==> config.mk <==
export PLATFORM = sky130hd
export DESIGN_NAME = array_stack_with_peep_change_flat
export DESIGN_NICKNAME = d
export VERILOG_FILES = /design/src/design/stk_pkg.sv /design/src/design/stk_chan_if.sv /design/src/design/array_stack_with_peep_change.sv /design/src/design/stk_mem.sv /design/src/design/stk_ctrl.sv /design/src/flat_wrapper.sv
export SDC_FILE = /design/constraint.sdc
export NUM_CORES = 1
export LEC_CHECK = 0
export ABC_AREA = 1
export BUFFER_PORTS_ARGS = -buffer_cell sky130_fd_sc_hd__buf_2
export CORE_MARGIN = 5
export CORE_UTILIZATION = 34
export CTS_CLUSTER_DIAMETER = 50
export DETAILED_ROUTE_END_ITERATION = 10
export PLACE_DENSITY = 0.59
export REMOVE_ABC_BUFFERS = 1
export SLEW_MARGIN = 0
export SYNTH_ARGS = -nofsm -noshare
export SYNTH_HDL_FRONTEND = slang
export SYNTH_SLANG_ARGS = --single-unit
==> constraint.sdc <==
create_clock -name clock -period 5.4 [get_ports clock]
set_clock_uncertainty 0.05 [all_clocks]
set_input_delay 0.54 -clock clock [delete_from_list [all_inputs] [get_ports clock]]
set_output_delay 0.54 -clock clock [all_outputs]
set_load 0.01 [all_outputs]
==> src/design/stk_pkg.sv <==
// Shared types and field widths for the bounded LIFO stack.
// No dependencies; compiled first.
package stk_pkg;

   localparam int CMD_W    = 3;
   localparam int VALUE_W  = 32;
   localparam int POS_W    = 10;
   localparam int STATUS_W = 2;
   localparam int LEVEL_W  = 5;

   typedef enum logic [CMD_W-1:0] {
      CMD_PUSH    = 3'd0,
      CMD_POP     = 3'd1,
      CMD_PEEK    = 3'd2,
      CMD_PEEP    = 3'd3,
      CMD_CHANGE  = 3'd4,
      CMD_DISPLAY = 3'd5
   } cmd_type;

   typedef enum logic [STATUS_W-1:0] {
      ST_OK       = 2'd0,
      ST_OVERFLOW = 2'd1,
      ST_EMPTY    = 2'd2,
      ST_INVALID  = 2'd3
   } status_type;

endpackage

==> src/design/stk_chan_if.sv <==
// Valid/ready channel interfaces for the stack's request and response beats.
// Depends on stk_pkg for field widths.
interface stk_req_if;
   logic                              valid;
   logic                              ready;
   logic        [stk_pkg::CMD_W-1:0]   command;
   logic signed [stk_pkg::VALUE_W-1:0] value;
   logic        [stk_pkg::POS_W-1:0]   position;

   modport source (output valid, command, value, position, input ready);
   modport sink   (input valid, command, value, position, output ready);
endinterface

interface stk_rsp_if;
   logic                               valid;
   logic                               ready;
   logic        [stk_pkg::STATUS_W-1:0] status;
   logic signed [stk_pkg::VALUE_W-1:0]  data;
   logic        [stk_pkg::LEVEL_W-1:0]  level;
   logic                               last;

   modport source (output valid, status, data, level, last, input ready);
   modport sink   (input valid, status, data, level, last, output ready);
endinterface

==> src/design/array_stack_with_peep_change.sv <==
// Bounded LIFO stack with positional read (peep) and overwrite (change).
// Depends on stk_pkg, stk_chan_if, stk_mem and stk_ctrl.
//
//   channel   dir   fields                          beats per request
//   req_if    in    command, value, position        1
//   rsp_if    out   status, data, level, last       1, or level for display
//
// Push, change and every error respond in the cycle after acceptance.
// Pop, peek and peep read on acceptance, then load the read data; display
// reads, then loads, each entry from the top. Reset clears the state, fill
// count and response valid; entries are written before being read.
// A stalled response holds the sequencer; no new request is taken mid-walk.
module array_stack_with_peep_change #(
   parameter int DEPTH = 16
) (
   input logic        clock,
   input logic        reset,
   stk_req_if.sink    req_if,
   stk_rsp_if.source  rsp_if
);

   localparam int AW = (DEPTH > 1) ? $clog2(DEPTH) : 1;

   logic                               mem_wr_en;
   logic        [AW-1:0]               mem_wr_addr;
   logic signed [stk_pkg::VALUE_W-1:0] mem_wr_data;
   logic                               mem_rd_en;
   logic        [AW-1:0]               mem_rd_addr;
   logic signed [stk_pkg::VALUE_W-1:0] mem_rd_data;

   stk_ctrl #(
      .DEPTH (DEPTH),
      .AW    (AW)
   ) u_ctrl (
      .clock        (clock),
      .reset        (reset),
      .req_valid    (req_if.valid),
      .req_ready    (req_if.ready),
      .req_command  (req_if.command),
      .req_value    (req_if.value),
      .req_position (req_if.position),
      .rsp_valid    (rsp_if.valid),
      .rsp_ready    (rsp_if.ready),
      .rsp_status   (rsp_if.status),
      .rsp_data     (rsp_if.data),
      .rsp_level    (rsp_if.level),
      .rsp_last     (rsp_if.last),
      .mem_wr_en    (mem_wr_en),
      .mem_wr_addr  (mem_wr_addr),
      .mem_wr_data  (mem_wr_data),
      .mem_rd_en    (mem_rd_en),
      .mem_rd_addr  (mem_rd_addr),
      .mem_rd_data  (mem_rd_data)
   );

   stk_mem #(
      .DEPTH (DEPTH),
      .AW    (AW)
   ) u_mem (
      .clock   (clock),
      .wr_en   (mem_wr_en),
      .wr_addr (mem_wr_addr),
      .wr_data (mem_wr_data),
      .rd_en   (mem_rd_en),
      .rd_addr (mem_rd_addr),
      .rd_data (mem_rd_data)
   );

endmodule

==> src/design/stk_mem.sv <==
// Entry storage: one write port, one read port, registered read data.
// Depends on stk_pkg for the word width.
module stk_mem #(
   parameter int DEPTH = 16,
   parameter int AW    = 4
) (
   input  logic                               clock,
   input  logic                               wr_en,
   input  logic        [AW-1:0]               wr_addr,
   input  logic signed [stk_pkg::VALUE_W-1:0] wr_data,
   input  logic                               rd_en,
   input  logic        [AW-1:0]               rd_addr,
   output logic signed [stk_pkg::VALUE_W-1:0] rd_data
);

   logic signed [stk_pkg::VALUE_W-1:0] mem_ff [DEPTH];
   logic signed [stk_pkg::VALUE_W-1:0] rd_data_ff;

   always_ff @(posedge clock) begin
      if (wr_en) begin
         mem_ff[wr_addr] <= wr_data;
      end
   end

   always_ff @(posedge clock) begin
      if (rd_en) begin
         rd_data_ff <= mem_ff[rd_addr];
      end
   end

   assign rd_data = rd_data_ff;

endmodule

==> src/design/stk_ctrl.sv <==
// Command sequencer: fill count, address generation, display walk and
// the response register. Depends on stk_pkg; drives stk_mem.
module stk_ctrl #(
   parameter int DEPTH = 16,
   parameter int AW    = 4
) (
   input  logic                                 clock,
   input  logic                                 reset,
   input  logic                                 req_valid,
   output logic                                 req_ready,
   input  logic        [stk_pkg::CMD_W-1:0]     req_command,
   input  logic signed [stk_pkg::VALUE_W-1:0]   req_value,
   input  logic        [stk_pkg::POS_W-1:0]     req_position,
   output logic                                 rsp_valid,
   input  logic                                 rsp_ready,
   output logic        [stk_pkg::STATUS_W-1:0]  rsp_status,
   output logic signed [stk_pkg::VALUE_W-1:0]   rsp_data,
   output logic        [stk_pkg::LEVEL_W-1:0]   rsp_level,
   output logic                                 rsp_last,
   output logic                                 mem_wr_en,
   output logic        [AW-1:0]                 mem_wr_addr,
   output logic signed [stk_pkg::VALUE_W-1:0]   mem_wr_data,
   output logic                                 mem_rd_en,
   output logic        [AW-1:0]                 mem_rd_addr,
   input  logic signed [stk_pkg::VALUE_W-1:0]   mem_rd_data
);

   localparam int FW = $clog2(DEPTH + 1);
   localparam int PW = stk_pkg::POS_W;
   localparam int LW = stk_pkg::LEVEL_W;
   localparam int VW = stk_pkg::VALUE_W;

   typedef enum logic [2:0] {
      S_IDLE  = 3'b001,
      S_ISSUE = 3'b010,
      S_READ  = 3'b100
   } state_type;

   state_type              state_ff, state_in;
   logic [FW-1:0]          fill_ff, fill_in;
   logic [AW-1:0]          addr_ff, addr_in;
   logic                   last_ff, last_in;
   logic                   out_valid_ff, out_valid_in;
   stk_pkg::status_type    out_status_ff, out_status_in;
   logic signed [VW-1:0]   out_data_ff, out_data_in;
   logic [LW-1:0]          out_level_ff, out_level_in;
   logic                   out_last_ff, out_last_in;

   logic                   out_free;
   logic                   accept;
   logic                   is_empty;
   logic                   is_full;
   logic                   pos_ok;
   logic [PW-1:0]          fill_ext;
   logic [AW-1:0]          top_addr;
   logic [AW-1:0]          pos_addr;
   stk_pkg::cmd_type       cmd;

   logic                   load;
   stk_pkg::status_type    ld_status;
   logic signed [VW-1:0]   ld_data;
   logic                   ld_last;

   assign out_free  = !out_valid_ff || rsp_ready;
   assign req_ready = (state_ff == S_IDLE) && out_free;
   assign accept    = req_valid && req_ready;
   assign cmd       = stk_pkg::cmd_type'(req_command);

   assign is_empty  = (fill_ff == '0);
   assign is_full   = (fill_ff == FW'(DEPTH));
   assign fill_ext  = PW'(fill_ff);
   assign pos_ok    = (req_position != '0) && (req_position <= fill_ext);
   assign top_addr  = AW'(fill_ff - FW'(1));
   // position 1 is the top entry, at address fill - 1
   assign pos_addr  = AW'(fill_ext - req_position);

   assign mem_wr_data = req_value;

   // A write and a read of the memory never fall in the same cycle, and a
   // read issued in the cycle after a write already sees the new word.
   always_comb begin
      state_in      = state_ff;
      fill_in       = fill_ff;
      addr_in       = addr_ff;
      last_in       = last_ff;
      out_valid_in  = out_valid_ff && !rsp_ready;
      out_status_in = out_status_ff;
      out_data_in   = out_data_ff;
      out_level_in  = out_level_ff;
      out_last_in   = out_last_ff;
      mem_wr_en     = 1'b0;
      mem_wr_addr   = AW'(fill_ff);
      mem_rd_en     = 1'b0;
      mem_rd_addr   = top_addr;
      load          = 1'b0;
      ld_status     = stk_pkg::ST_OK;
      ld_data       = '0;
      ld_last       = 1'b1;

      unique case (state_ff)
         S_IDLE: begin
            if (accept) begin
               unique case (cmd)
                  stk_pkg::CMD_PUSH: begin
                     load = 1'b1;
                     if (is_full) begin
                        ld_status = stk_pkg::ST_OVERFLOW;
                     end else begin
                        mem_wr_en = 1'b1;
                        fill_in   = fill_ff + FW'(1);
                     end
                  end
                  stk_pkg::CMD_POP, stk_pkg::CMD_PEEK: begin
                     if (is_empty) begin
                        load      = 1'b1;
                        ld_status = stk_pkg::ST_EMPTY;
                     end else begin
                        mem_rd_en = 1'b1;
                        last_in   = 1'b1;
                        state_in  = S_READ;
                        if (cmd == stk_pkg::CMD_POP) begin
                           fill_in = fill_ff - FW'(1);
                        end
                     end
                  end
                  stk_pkg::CMD_PEEP: begin
                     if (!pos_ok) begin
                        load      = 1'b1;
                        ld_status = stk_pkg::ST_INVALID;
                     end else begin
                        mem_rd_en   = 1'b1;
                        mem_rd_addr = pos_addr;
                        last_in     = 1'b1;
                        state_in    = S_READ;
                     end
                  end
                  stk_pkg::CMD_CHANGE: begin
                     load = 1'b1;
                     if (!pos_ok) begin
                        ld_status = stk_pkg::ST_INVALID;
                     end else begin
                        mem_wr_en   = 1'b1;
                        mem_wr_addr = pos_addr;
                     end
                  end
                  stk_pkg::CMD_DISPLAY: begin
                     if (is_empty) begin
                        load      = 1'b1;
                        ld_status = stk_pkg::ST_EMPTY;
                     end else begin
                        // walk from the top down to address zero
                        mem_rd_en = 1'b1;
                        addr_in   = top_addr;
                        last_in   = (top_addr == '0);
                        state_in  = S_READ;
                     end
                  end
                  default: begin
                     // unused command codes: beat consumed, no response
                  end
               endcase
            end
         end
         S_ISSUE: begin
            if (out_free) begin
               mem_rd_en   = 1'b1;
               mem_rd_addr = addr_ff;
               last_in     = (addr_ff == '0);
               state_in    = S_READ;
            end
         end
         S_READ: begin
            // response register is known free here: the read was issued
            // only when it was
            load    = 1'b1;
            ld_data = mem_rd_data;
            ld_last = last_ff;
            if (last_ff) begin
               state_in = S_IDLE;
            end else begin
               addr_in  = addr_ff - AW'(1);
               state_in = S_ISSUE;
            end
         end
         default: begin
            state_in = S_IDLE;
         end
      endcase

      if (load) begin
         out_valid_in  = 1'b1;
         out_status_in = ld_status;
         out_data_in   = ld_data;
         out_level_in  = LW'(fill_in);
         out_last_in   = ld_last;
      end
   end

   always_ff @(posedge clock) begin
      if (reset) begin
         state_ff     <= S_IDLE;
         fill_ff      <= '0;
         out_valid_ff <= 1'b0;
      end else begin
         state_ff     <= state_in;
         fill_ff      <= fill_in;
         out_valid_ff <= out_valid_in;
      end
   end

   always_ff @(posedge clock) begin
      addr_ff       <= addr_in;
      last_ff       <= last_in;
      out_status_ff <= out_status_in;
      out_data_ff   <= out_data_in;
      out_level_ff  <= out_level_in;
      out_last_ff   <= out_last_in;
   end

   assign rsp_valid  = out_valid_ff;
   assign rsp_status = out_status_ff;
   assign rsp_data   = out_data_ff;
   assign rsp_level  = out_level_ff;
   assign rsp_last   = out_last_ff;

endmodule

==> src/flat_wrapper.sv <==
// flat-port wrapper written by rule: the top's interface ports become plain ports
module array_stack_with_peep_change_flat 
#(
   parameter int DEPTH = 16
)
  (clock, reset, req_if_valid, req_if_command, req_if_value, req_if_position, req_if_ready, rsp_if_valid, rsp_if_status, rsp_if_data, rsp_if_level, rsp_if_last, rsp_if_ready);
  stk_req_if req_if_i ();
  stk_rsp_if rsp_if_i ();
  input logic clock;
  input logic reset;
  input wire logic [$bits(req_if_i.valid)-1:0] req_if_valid;
  input wire logic [$bits(req_if_i.command)-1:0] req_if_command;
  input wire logic [$bits(req_if_i.value)-1:0] req_if_value;
  input wire logic [$bits(req_if_i.position)-1:0] req_if_position;
  output wire logic [$bits(req_if_i.ready)-1:0] req_if_ready;
  output wire logic [$bits(rsp_if_i.valid)-1:0] rsp_if_valid;
  output wire logic [$bits(rsp_if_i.status)-1:0] rsp_if_status;
  output wire logic [$bits(rsp_if_i.data)-1:0] rsp_if_data;
  output wire logic [$bits(rsp_if_i.level)-1:0] rsp_if_level;
  output wire logic [$bits(rsp_if_i.last)-1:0] rsp_if_last;
  input wire logic [$bits(rsp_if_i.ready)-1:0] rsp_if_ready;
  assign req_if_i.valid = req_if_valid;
  assign req_if_i.command = req_if_command;
  assign req_if_i.value = req_if_value;
  assign req_if_i.position = req_if_position;
  assign req_if_ready = req_if_i.ready;
  assign rsp_if_valid = rsp_if_i.valid;
  assign rsp_if_status = rsp_if_i.status;
  assign rsp_if_data = rsp_if_i.data;
  assign rsp_if_level = rsp_if_i.level;
  assign rsp_if_last = rsp_if_i.last;
  assign rsp_if_i.ready = rsp_if_ready;
  array_stack_with_peep_change #(.DEPTH(DEPTH)) u_core (.clock(clock), .reset(reset), .req_if(req_if_i), .rsp_if(rsp_if_i));
endmodule
* Word-level counts from Yosys, hierarchy flattened
Memories as Yosys holds them, arrays and structs flattened. A register that Yosys moved wholly into a read port is not among the register bits. Index checks and enable logic that the tools add are counted. Widths: inputs -> output; s select.
Storage, ports and cells: memories 1, bits in registers 54, bits of input ports 49, RAM bits 512, word-level logic and storage cells 113, output and inout bits 42
Cells by class: $lt $le $gt $ge 1, reduce and logical (&&, ||, !) cells 22, eq/ne operators 20, muxes and demuxes 56, add/subtract/negate cells 4
Memory list:
- u_core.u_mem.mem_ff | words 16, bits a word 32, rd ports 1, clocked after memory_dff 1, write ports 1, line stk_mem.sv:16 | logic signed [stk_pkg::VALUE_W-1:0] mem_ff [DEPTH];
Operators by type and width (number):
- $mux 4 | 12
- $mux 5 | 5
- $mux 1 | 19
- $pmux 4 s2 | 2
- $mux 3 | 4
- $ne 3x3->1 const B | 4
- $le 10x5->1 | 1
- $pmux 1 s2 | 5
- $pmux 5 s2 | 1
- $reduce_and 5->1 | 2
- $reduce_bool 10->1 | 1
- $eq 3x2->1 const B | 3
- $eq 3x3->1 const B | 3
- $pmux 3 s3 | 1
- $logic_not 4->1 | 2
- $ne 2x2->1 const B | 4
- $reduce_and 7->1 | 1
- $eq 3x1->1 const B | 2
- $mux 2 | 3
- $pmux 1 s3 | 2
- $pmux 2 s3 | 1
- $pmux 3 s2 | 1
- $reduce_or 2->1 | 3
- $add 5x1->5 const B | 1
- 15 further kinds | 20

* Longest topological paths before layout
Gate-level depths: netlist of the first run.
word-level depth 8, gate-level depth with buffers 21, gate-level depth less buffers 19

* Modules after synthesis
From an unflattened synthesis of the first run, not the netlist that was laid out.
Unflattened totals: cell total of the unflattened synthesis 2512, area, all modules 26327.8 µm²
By module, submodules not included:
- stk_mem | instances 1, area each 23050.9 µm², cells each 2120, sequential area each 16335.7 µm²
- stk_ctrl | instances 1, area each 3276.9 µm², cells each 392, sequential area each 1531.5 µm²

* Worst setup path after synthesis of the first run
No wires, ideal clock.
path type in2reg, from input port req_if_position[2], to memory u_core.u_mem.mem_ff[12][0] (netlist bit), enable pin, arrival 3.515 ns, data required time 4.929 ns, buffers on the path 0, stages 14, setup time 0.421 ns, slack 1.414 ns, cell sequence inv_1 > ha_1 > nand2_1 > nor2_1 > nand4_1 > nand2_2 > nand2_1 > nor4_1 > inv_1 > o21ai_0 > inv_1 > nor2_1 > nand2_1 > nor2_1
Between the ends: cells in the longest elaborated chain, start to end 8, elaborated cells between the ends (all ways) 14, classes of those cells 1 x add/sub; 1 x order compare; 10 x mux; 2 x reduce/logical
Ends and longest elaborated chain:
- start, declared | line flat_wrapper.sv:14 | input wire logic [$bits(req_if_i.position)-1:0] req_if_position;
- $le 10x5->1 / $reduce_bool 10->1 (equally long branches) | line stk_ctrl.sv:72 | assign pos_ok = (req_position != '0) && (req_position <= fill_ext);
- $logic_and 1x1->1 | line stk_ctrl.sv:72
- $mux 1 | line stk_ctrl.sv:139 | if (!pos_ok) begin
- $pmux 1 s2 | line stk_ctrl.sv:103 | unique case (cmd)
- $mux 1 | line stk_ctrl.sv:102 | if (accept) begin
- $mux 1 | line stk_ctrl.sv:100 | unique case (state_ff)
- $mux 1 | line stk_mem.sv:20 | if (wr_en) begin
- $mux 1 (implied by the code) | line stk_mem.sv:21 | mem_ff[wr_addr] <= wr_data;
- end, declared | line stk_mem.sv:16
Several ways; a longest one is shown, not always the timed one.

* Worst setup path in the final report of the first run
from register u_core.u_ctrl.fill_ff[3], to memory u_core.u_mem.mem_ff[9][25] (netlist bit), enable pin
Between the ends: cells in the longest elaborated chain, start to end 8, elaborated cells between the ends (all ways) 15, classes of those cells 1 x add/sub; 1 x order compare; 1 x eq/ne; 11 x mux; 1 x reduce/logical
Ends and longest elaborated chain:
- start, declared | line stk_ctrl.sv:40 | logic [FW-1:0] fill_ff, fill_in;
- start signal, assigned | line stk_ctrl.sv:206 | fill_ff <= fill_in;
- $le 10x5->1 | line stk_ctrl.sv:72
- $logic_and 1x1->1 | line stk_ctrl.sv:72
- $mux 1 | line stk_ctrl.sv:139
- $pmux 1 s2 | line stk_ctrl.sv:103
- $mux 1 | line stk_ctrl.sv:102
- $mux 1 | line stk_ctrl.sv:100
- $mux 1 | line stk_mem.sv:20
- $mux 1 (implied by the code) | line stk_mem.sv:21
Several ways; a longest one is shown, not always the timed one.

==> results_dict.tcl, run 1 <==
set metrics [dict create \
    finalSetupViolCount 0 \
    clk_latency_ns 0.64 \
    cp-end-kind "flop" \
    ys.flop_type "edfxtp_1" \
    yosys.area.top_type "edfxtp_1" \
    cts_buffers 61 \
    avgViaCountPerCell 4.90 \
    cts-htree-levels 2 \
    area_growth_pct 13.9 \
    final_area_um2 30000 \
    cp.required_ns 5.63 \
    combPwrFrac_pct 33.1 \
    final_nets 2543 \
    antenna_found_initial 10 \
    cts_tree "built" \
    criticalPathCategory "reg -> reg" \
    synth_cell_types 41 \
    fin_util_pct 38.9 \
    grt_pass1_wl_um 101000 \
    p_clk_share_pct 29.0 \
    die_y_um 289 \
    initial_core_util_pct 34.2 \
    drtIter0Drc 1580 \
    finalCriticalPeriod_ns 4.38 \
    dr.pass1.iters 8 \
    routed_wl_um 65700 \
    switching_share_pct 36.1 \
    hp-class "in -> reg" \
    outcome "finished, final reports clean" \
    cts_buffer_depth 3 \
    row_count 102 \
    rsz0062_at_grt "no" \
    power_mw 14.7 \
    syn_area_um2 26400 \
    dieArea_um2 83200 \
    postCtsSetupBuffers 0 \
    io_buffers 90 \
    hold_buffers 0 \
    synth_seq_cells 598 \
    overflow 0 \
    irDropWorstVdd_mv 0.356 \
    drive_above_1_share_pct 10.3 \
    max-slew-margin-rel_pct 15.3 \
    internal_power_mw 9.37 \
    max_freq_mhz 228 \
    antenna_left 0 \
    p_per_area_nw_per_um2 488 \
    p_sw_mw 5.30 \
    cts_resized 0 \
    dpl.hpwl_um 35800 \
    dr_total_vias 17500 \
    fin_cells 3575 \
    async_flop_share_pct 0 \
    grt_usage_pct 15.4 \
    cts_root_buffer "clkbuf_16" \
    place.gp.congestion 0.830 \
    die_w_um 289 \
    cp.arrival_ns 4.61 \
    finalSetupTns_ns 0 \
    fillers 7342 \
    synth_edf_count 589 \
    wl_per_cell_um 18.4 \
    yosys-top-cells-area "edfxtp_1 67%, nand3_1 11%, inv_1 6.1%" \
    synth_top_area_share_pct 67.1 \
    pwr-share-seq_pct 38.0 \
    post-synth-top-count-cell "edfxtp_1" \
    syn_area_per_cell_um2 10.9 \
    synthCells 2428 \
    crit_fanout 20 \
    clock-sinks 598 \
    first_global_vias 17000 \
    p_leak_nw 12.1 \
    max_slew.worst_pin.slew_ns 1.27 \
    cp-start-kind "flop" \
    drv_cap 0 \
    drv_slew 0 \
    fin_crit_sh_pct 81.2 \
    cts.clk_slew.worst_paths_ns 0.06 \
    route.detailed.drc 0 \
    synthTopCellsByCount "589 x edfxtp_1, 588 x nand3_1, 428 x inv_1" \
    io_pins 91 \
    grt_max_degree 161 \
    dp.cells 3458 \
    synth_seq_area_share_pct 67.7 \
    placed_area_um2 28000 \
    hold_violations 0 \
    core_area_um2 77200 \
    ys_warn_count 0 \
]
[cell families (layout without fill, tap and decap cells)]
logic type | after synthesis | in the layout | synth area share (%)
xor gates and xnor gates | 9 | 9 | 0.299
buffers and inverters | 571 | 673 | 8.86
AOI/OAI and AO/OA | 42 | 42 | 0.925
and+or+nand+nor | 1195 | 1195 | 21.5
other | 0 | 5 | 0
adders and majority gates | 13 | 13 | 0.645
DFF | 598 | 598 | 67.7
[layout make-up]
type / count / area (µm²) / area share [%]
sequential: 598 / 17900 / 59.5
multi-input combinational: 1259 / 6340 / 21.1
inverter: 436 / 1640 / 5.45
clock buffer: 71 / 1590 / 5.28
tap: 1040 / 1300 / 4.33
timing repair buffer: 125 / 863 / 2.87
clock inverter: 41 / 438 / 1.46
antenna: 5 / 12.5 / 0.0416
[flip-flops by register name, indices dropped and copies added, names as in the netlist]
name	cells
u_core.u_ctrl.rsp_status	2
u_core.u_ctrl.rsp_data	32
u_core.u_ctrl.addr_ff	4
u_core.u_ctrl.fill_ff	5
u_core.u_ctrl.last_ff	1
u_core.u_mem.mem_ff	512
u_core.u_ctrl.rsp_valid	1
u_core.u_mem.rd_data	32
u_core.u_ctrl.rsp_level	5
u_core.u_ctrl.state_ff	3
u_core.u_ctrl.rsp_last	1
[final timing paths]
check	startpoint	endpoint	slack [ns]	cells after the start
setup reg to reg	u_core.u_ctrl.fill_ff[3]$_SDFF_PP0_	u_core.u_mem.mem_ff[9][25]$_DFFE_PP_	1.02	13
hold / removal	reset	u_core.u_ctrl.fill_ff[1]$_SDFF_PP0_	0.18	2
setup / recovery	u_core.u_ctrl.fill_ff[3]$_SDFF_PP0_	u_core.u_mem.mem_ff[9][25]$_DFFE_PP_	1.02	13
hold reg to reg	u_core.u_ctrl.last_ff$_DFFE_PP_	u_core.u_ctrl.state_ff[0]$_SDFFE_PP1P_	0.47	2
[worst max-delay path: stages (launching register included)]
cell,delay [ns]
dfxtp_1,0.46
inv_1,0.18
ha_1,0.34
nand2_1,0.05
nor2_1,0.14
nand4_1,0.12
nand2_2,0.13
nand2_1,0.10
nor4_1,0.22
inv_1,0.18
o21ai_0,0.59
nand2_1,0.39
nor2_4,0.58
buf_4,0.46
[power by group through the flow]
stage	logic [mW]	registers, mW	clock network [mW]
after floorplan	3.26	5.66	0
after global placement	4.82	5.67	0
after detailed placement	4.88	5.67	0
after CTS	4.89	5.57	4.34
after global routing	5.41	5.58	4.51
final	4.86	5.57	4.25
[per-layer routing]
layer,part of all wire [%],track usage (%)
met1,45,21.6
met3,7.0,2.91
met5,0.084,0
met4,2.1,3.88
met2,46,25.0
[per-stage QoR]
step | hold WS (ns) | setup WS (ns)
after floorplan | 0.414 | -1.78
after global placement | 0.427 | 1.20
after detailed placement | 0.464 | 1.09
after CTS | 0.152 | 1.17
after global routing | 0.158 | 0.842
final | 0.181 | 1.02
[placed cells by master, fill, tap and decap left out, types with 3 or more instances in the layout]
cell type	count
nand3_1	588
buf_2	90
buf_4	23
inv_2	8
xnor2_1	3
bufinv_16	7
clkbuf_16	62
xor2_1	6
nor2_2	3
nor2_4	21
edfxtp_1	589
nand2_1	411
nand4_1	3
dfxtp_1	9
nand2_2	3
clkinv_4	4
o21ai_0	19
buf_12	12
a21oi_1	11
clkbuf_1	9
nand3b_1	94
clkinv_2	12
nor2_1	62
inv_1	427
ha_1	12
diode_2	5
clkinv_1	12
Power figures use the tool's default switching activity.
==> run 2, diff against run 1 <==
Settings changed: ABC_AREA 1 to 0.
Clock period 5.4 ns to 4.1 ns, I/O delays scaled along.
==> results_dict.tcl, run 2 <==
set metrics [dict create \
    outcome "finished, final reports clean" \
    ff2ff_setup_slack_ns 0.31 \
    dpl.hpwl_um 30200 \
    fin_util_pct 40.7 \
    crit_fanout 32 \
    synth_seq_cells 598 \
    synth_edf_count 589 \
    grt_usage_pct 14.9 \
    max-slew-margin-rel_pct 11.7 \
    antenna_found_initial 3 \
    area_growth_pct 18.7 \
    ys.flop_type "edfxtp_1" \
    dpl_worst_slack_ns 0.244 \
    finalSetupTns_ns 0 \
    seq_area_um2 17900 \
    cts.clk_slew.worst_paths_ns 0.06 \
    placed_area_um2 25700 \
    cp-end-kind "flop" \
    synth_cell_types 59 \
    timing.critical_path.cells "inv_1 > ha_1 > a21o_1 > a21oi_1 > a32o_1 > nand2b_1 > o41ai_2 > nor2_1 > nor2b_4 > a22oi_1 > o31ai_1" \
    timing.rr.start "u_core.u_ctrl.fill_ff[3]$_SDFF_PP0_" \
    final_nets 1482 \
    fin_ws_ns 0.311 \
    cp_slowest_stage_delay_ns 1.06 \
    yosys.area.top_type "edfxtp_1" \
    overflow 0 \
    max_freq_mhz 264 \
    cts_tree "built" \
    post-synth-top-count-cell "edfxtp_1" \
    drv_cap 0 \
    hold_violations 0 \
    dieArea_um2 74500 \
    wl_per_cell_um 23.2 \
    max_slew.worst_pin.slew_ns 1.32 \
    synth_top_area_share_pct 75.3 \
    synthCells 1273 \
    p_leak_nw 8.92 \
    critPathBufInv 1 \
    final_area_um2 27900 \
    ys_warn_count 0 \
    dr_total_vias 12500 \
    drv_slew 0 \
    criticalPathCategory "reg -> reg" \
    rsz0062_at_grt "no" \
    io_pins 91 \
    place.gp.congestion 0.828 \
    route.detailed.drc 0 \
    grt_max_degree 65 \
    min_to "u_core.u_ctrl.rsp_valid$_SDFF_PP0_" \
    async_flop_share_pct 0 \
    r2r-end "u_core.u_mem.rd_data[10]$_DFFE_PP_" \
    finalSetupViolCount 0 \
    die_y_um 273 \
    core_area_um2 68600 \
    syn_area_um2 23500 \
    syn_area_per_cell_um2 18.5 \
    cts_buffer_depth 3 \
    slowest_stage "nor2b_4" \
    dr.pass1.iters 5 \
    hold_start "reset" \
    cts_root_buffer "clkbuf_16" \
    clock-sinks 598 \
    cts-htree-levels 3 \
    regMostFlops "u_core.u_mem.mem_ff" \
    cp.required_ns 4.46 \
    path_delay_family "simple AND/OR/NAND/NOR gates" \
    routed_wl_um 55700 \
    avgViaCountPerCell 5.19 \
    initial_core_util_pct 34.3 \
    synth_seq_area_share_pct 76.0 \
    largest_reg_flops 512 \
    grt_pass1_wl_um 83300 \
    hp-class "in -> reg" \
    fillers 6087 \
    clk_latency_ns 0.59 \
    p_per_area_nw_per_um2 489 \
    cts_buffers 67 \
    antenna_left 0 \
    layout_commonest_cell "edfxtp_1" \
    row_count 96 \
    drive_above_1_share_pct 27.4 \
    hold_buffers 0 \
    finalCriticalPeriod_ns 3.79 \
    worst_r2r_path_depth 11 \
    die_w_um 273 \
    cp.arrival_ns 4.15 \
    drtIter0Drc 1015 \
    layout_common_cells "589 x edfxtp_1, 90 x buf_2, 86 x nand2_1, 69 x clkbuf_16, 64 x mux4_2" \
    fin_crit_sh_pct 92.4 \
    cp-start-kind "flop" \
    irDropWorstVdd_mv 0.246 \
    power_mw 13.7 \
    hold_depth 2 \
    yosys-top-cells-area "edfxtp_1 75%, mux4_2 6.1%, mux2_2 3.0%" \
    first_global_vias 12900 \
    multiInputGateArea_um2 5420 \
    io_buffers 90 \
    synthTopCellsByCount "589 x edfxtp_1, 86 x nand2_1, 64 x mux4_2" \
]
run 2: changes by cell type after synthesis, moves of 63 or more:
cell      change
nand3b_1     -93
nand3_1     -584
mux4_2       +64
buf_2        -97
mux2_2       +63
nand2_1     -326
inv_1       -412
run 2: repair_timing:
item / CTS / global route
buffers inserted: 0 / 0
setup endpoints to repair: 0 / 11
resized for setup: 0 / 2
run 2: routing by layer:
metal / up-vias / part of all wire [%] / GRT usage (%)
met1: 6504 / 44 / 21.1
met3: 88 / 7.4 / 3.69
li1: 5440 / - / -
met4: 2 / 2.1 / 3.96
met5: - / 0.020 / 0
met2: 439 / 46 / 23.0
run 2: cells by family (layout without fill, tap and decap cells):
group	count (synthesis)	after routing	synth area share, %
compound gates	193	193	6.20
mux	161	161	10.6
flops	598	598	76.0
other cells	0	1	0
xor+xnor	9	9	0.335
buf+inv	82	278	1.73
simple gates	217	217	4.37
fa+ha+maj	13	13	0.724
run 2: cell type report:
| cell class | count | share of cell area (%) |
|---|---|---|
| Sequential cell | 598 | 64.1 |
| Multi-Input combinational cell | 593 | 19.4 |
| Clock buffer | 80 | 6.34 |
| Timing Repair Buffer | 144 | 4.41 |
| Tap cell | 931 | 4.18 |
| Clock inverter | 38 | 1.37 |
| Inverter | 16 | 0.215 |
| Antenna cell | 1 | 0.00897 |
run 2: where the power goes:
group / switching, mW / leakage [nW] / total (mW) / internal [mW]
logic: 0.624 / 2.48 / 0.996 / 0.372
registers: 0.0158 / 5.40 / 6.80 / 6.79
clock network: 2.38 / 1.04 / 5.85 / 3.48
run 2: worst max path at each step:
stage,start,end,slack (ns),cells after the start
floorplan,req_if_position[5],u_core.u_mem.rd_data[0]$_DFFE_PP_,-5.93,8
global placement,req_if_position[5],u_core.u_mem.rd_data[8]$_DFFE_PP_,0.35,9
detailed placement,u_core.u_ctrl.fill_ff[2]$_SDFF_PP0_,u_core.u_mem.rd_data[8]$_DFFE_PP_,0.24,10
CTS,u_core.u_ctrl.fill_ff[2]$_SDFF_PP0_,u_core.u_mem.rd_data[8]$_DFFE_PP_,0.23,10
global route,u_core.u_ctrl.fill_ff[4]$_SDFF_PP0_,u_core.u_mem.rd_data[8]$_DFFE_PP_,0.06,11
finish,u_core.u_ctrl.fill_ff[3]$_SDFF_PP0_,u_core.u_mem.rd_data[10]$_DFFE_PP_,0.31,11
run 2: per-stage QoR:
| step | hold WS (ns) | cells |
|---|---|---|
| finish | 0.109 | 2401 |
| global route | 0.0953 | 2400 |
| CTS | 0.0800 | 2400 |
| detailed placement | 0.456 | 2282 |
| global placement | 0.452 | 2282 |
| floorplan | 0.432 | 1207 |
==> run 3, diff against run 2 <==
Settings changed: PLACE_DENSITY 0.59 to unset.
==> results_dict.tcl, run 3 (synthesized netlist as in run 2, its figures left out) <==
set metrics [dict create \
    largest_reg_flops 512 \
    fin_crit_sh_pct 92.9 \
    fin_cells 2420 \
    antenna_left 0 \
    overflow 0 \
    final_nets 1498 \
    cts_buffer_depth 3 \
    timing.critical_path.cells "inv_1 > ha_1 > a21o_1 > a21oi_1 > a32o_1 > nand2b_1 > o41ai_2 > nor2_1 > nor2b_4 > a22oi_1 > o31ai_1" \
    avgViaCountPerCell 5.09 \
    wl_per_cell_um 22.9 \
    cp_slowest_stage_delay_ns 0.96 \
    route.detailed.drc 0 \
    cts_buffers 68 \
    drv_cap 0 \
    antenna_found_initial 5 \
    grt_max_degree 47 \
    cp.required_ns 4.38 \
    crit_fanout 27 \
    cts_resized 0 \
    fillers 6087 \
    slowest_stage "nor2b_4" \
    layout_commonest_cell "edfxtp_1" \
    io_buffers 90 \
    dpl.hpwl_um 31800 \
    drive_above_1_share_pct 27.9 \
    max_freq_mhz 263 \
    dr.pass1.iters 5 \
    cts.clk_slew.worst_paths_ns 0.06 \
    hold_slack_ns 0.0988 \
    io_pins 91 \
    drv_slew 0 \
    max_slew.worst_pin.slew_ns 1.21 \
    initial_core_util_pct 34.3 \
    regMostFlops "u_core.u_mem.mem_ff" \
    cp.arrival_ns 4.09 \
    finalSetupViolCount 0 \
    fin_util_pct 40.7 \
    postCtsSetupBuffers 0 \
    irDropWorstVdd_mv 0.265 \
    dieArea_um2 74500 \
    die_y_um 273 \
    criticalPathCategory "reg -> reg" \
    routed_wl_um 55500 \
    area_growth_pct 18.8 \
    ff2ff_setup_slack_ns 0.29 \
    hold_violations 0 \
    die_w_um 273 \
    rsz0062_at_grt "no" \
    cts_tree "built" \
    placed_area_um2 25800 \
    drtIter0Drc 1260 \
    grt_pass1_wl_um 83200 \
    dr_total_vias 12300 \
    p_leak_nw 8.97 \
    final_area_um2 27900 \
    place.gp.congestion 0.832 \
    layout_common_cells "589 x edfxtp_1, 90 x buf_2, 86 x nand2_1, 71 x clkbuf_16, 64 x mux4_2" \
    hold_buffers 0 \
    p_per_area_nw_per_um2 486 \
    core_area_um2 68600 \
    cp-start-kind "flop" \
    hp-class "in -> reg" \
    finalCriticalPeriod_ns 3.81 \
    dp.cells 2297 \
    cts-htree-levels 3 \
    max-slew-margin-rel_pct 19.1 \
    grt_usage_pct 14.8 \
    row_count 96 \
    cts_root_buffer "clkbuf_16" \
    outcome "finished, final reports clean" \
    clock-sinks 598 \
    cp-end-kind "flop" \
    first_global_vias 12900 \
    clk_latency_ns 0.60 \
]
-- run 3: cell count changes in the layout (fill, tap and decap cells not counted), sizes merged --
cell / delta
buf: +15
bufinv: -3
clkbuf: +4
clkinv: +9
clkinvlp: -1
inv: -5
-- run 3: area by class of cell --
| type | instances | area, µm² | area share [%] |
|---|---|---|---|
| Clock buffer | 84 | 1830 | 6.54 |
| Antenna cell | 1 | 2.50 | 0.00897 |
| Multi-Input combinational cell | 593 | 5420 | 19.4 |
| Tap cell | 931 | 1160 | 4.17 |
| Timing Repair Buffer | 159 | 1260 | 4.50 |
| Inverter | 16 | 60.1 | 0.215 |
| Clock inverter | 38 | 313 | 1.12 |
| Sequential cell | 598 | 17900 | 64.0 |
-- run 3: power breakdown --
part | total [mW] | internal [mW] | leakage (nW) | switching (mW)
combinational | 1.02 | 0.378 | 2.54 | 0.638
sequential | 6.80 | 6.79 | 5.40 | 0.0152
clock | 5.76 | 3.37 | 1.03 | 2.39
total | 13.6 | 10.5 | 8.97 | 3.04
-- run 3: metal layers --
layer	part of all wire (%)	up-vias	global-route usage, %	routed length, µm
met2	47	357	23.8	26300
met4	2.1	4	4.11	1150
met1	44	6386	20.5	24600
li1	-	5476	-	-
met5	0.056	-	0	31
met3	6.1	92	3.53	3370
-- run 3: worst paths after layout --
path                                  startpoint                                  endpoint  cells after the start
max          u_core.u_ctrl.fill_ff[3]$_SDFF_PP0_        u_core.u_mem.rd_data[26]$_DFFE_PP_                     11
min                                        reset        u_core.u_ctrl.rsp_valid$_SDFF_PP0_                      2
max reg2reg  u_core.u_ctrl.fill_ff[3]$_SDFF_PP0_        u_core.u_mem.rd_data[26]$_DFFE_PP_                     11
min reg2reg   u_core.u_mem.rd_data[14]$_DFFE_PP_  u_core.u_ctrl.rsp_data[14]$_SDFFCE_PN0P_                      1
-- run 3: worst max-delay path, delay by kind of cell, from the launching register on --
family	cells	cell delay (ns)
and+or+nand+nor	3	1.22
buffers and inverters	1	0.11
AOI/OAI and AO/OA	6	1.35
adders and majority gates	1	0.33
DFF	1	0.48
-- run 3: metrics by stage --
step                setup TNS [ns]  total power, mW  setup slack (ns)
finish                           0             13.6             0.292
global route                     0             14.1             0.105
CTS                              0             13.7             0.374
detailed placement               0             7.95             0.379
global placement                 0             7.94             0.331
floorplan                  -334.19             7.51             -5.93
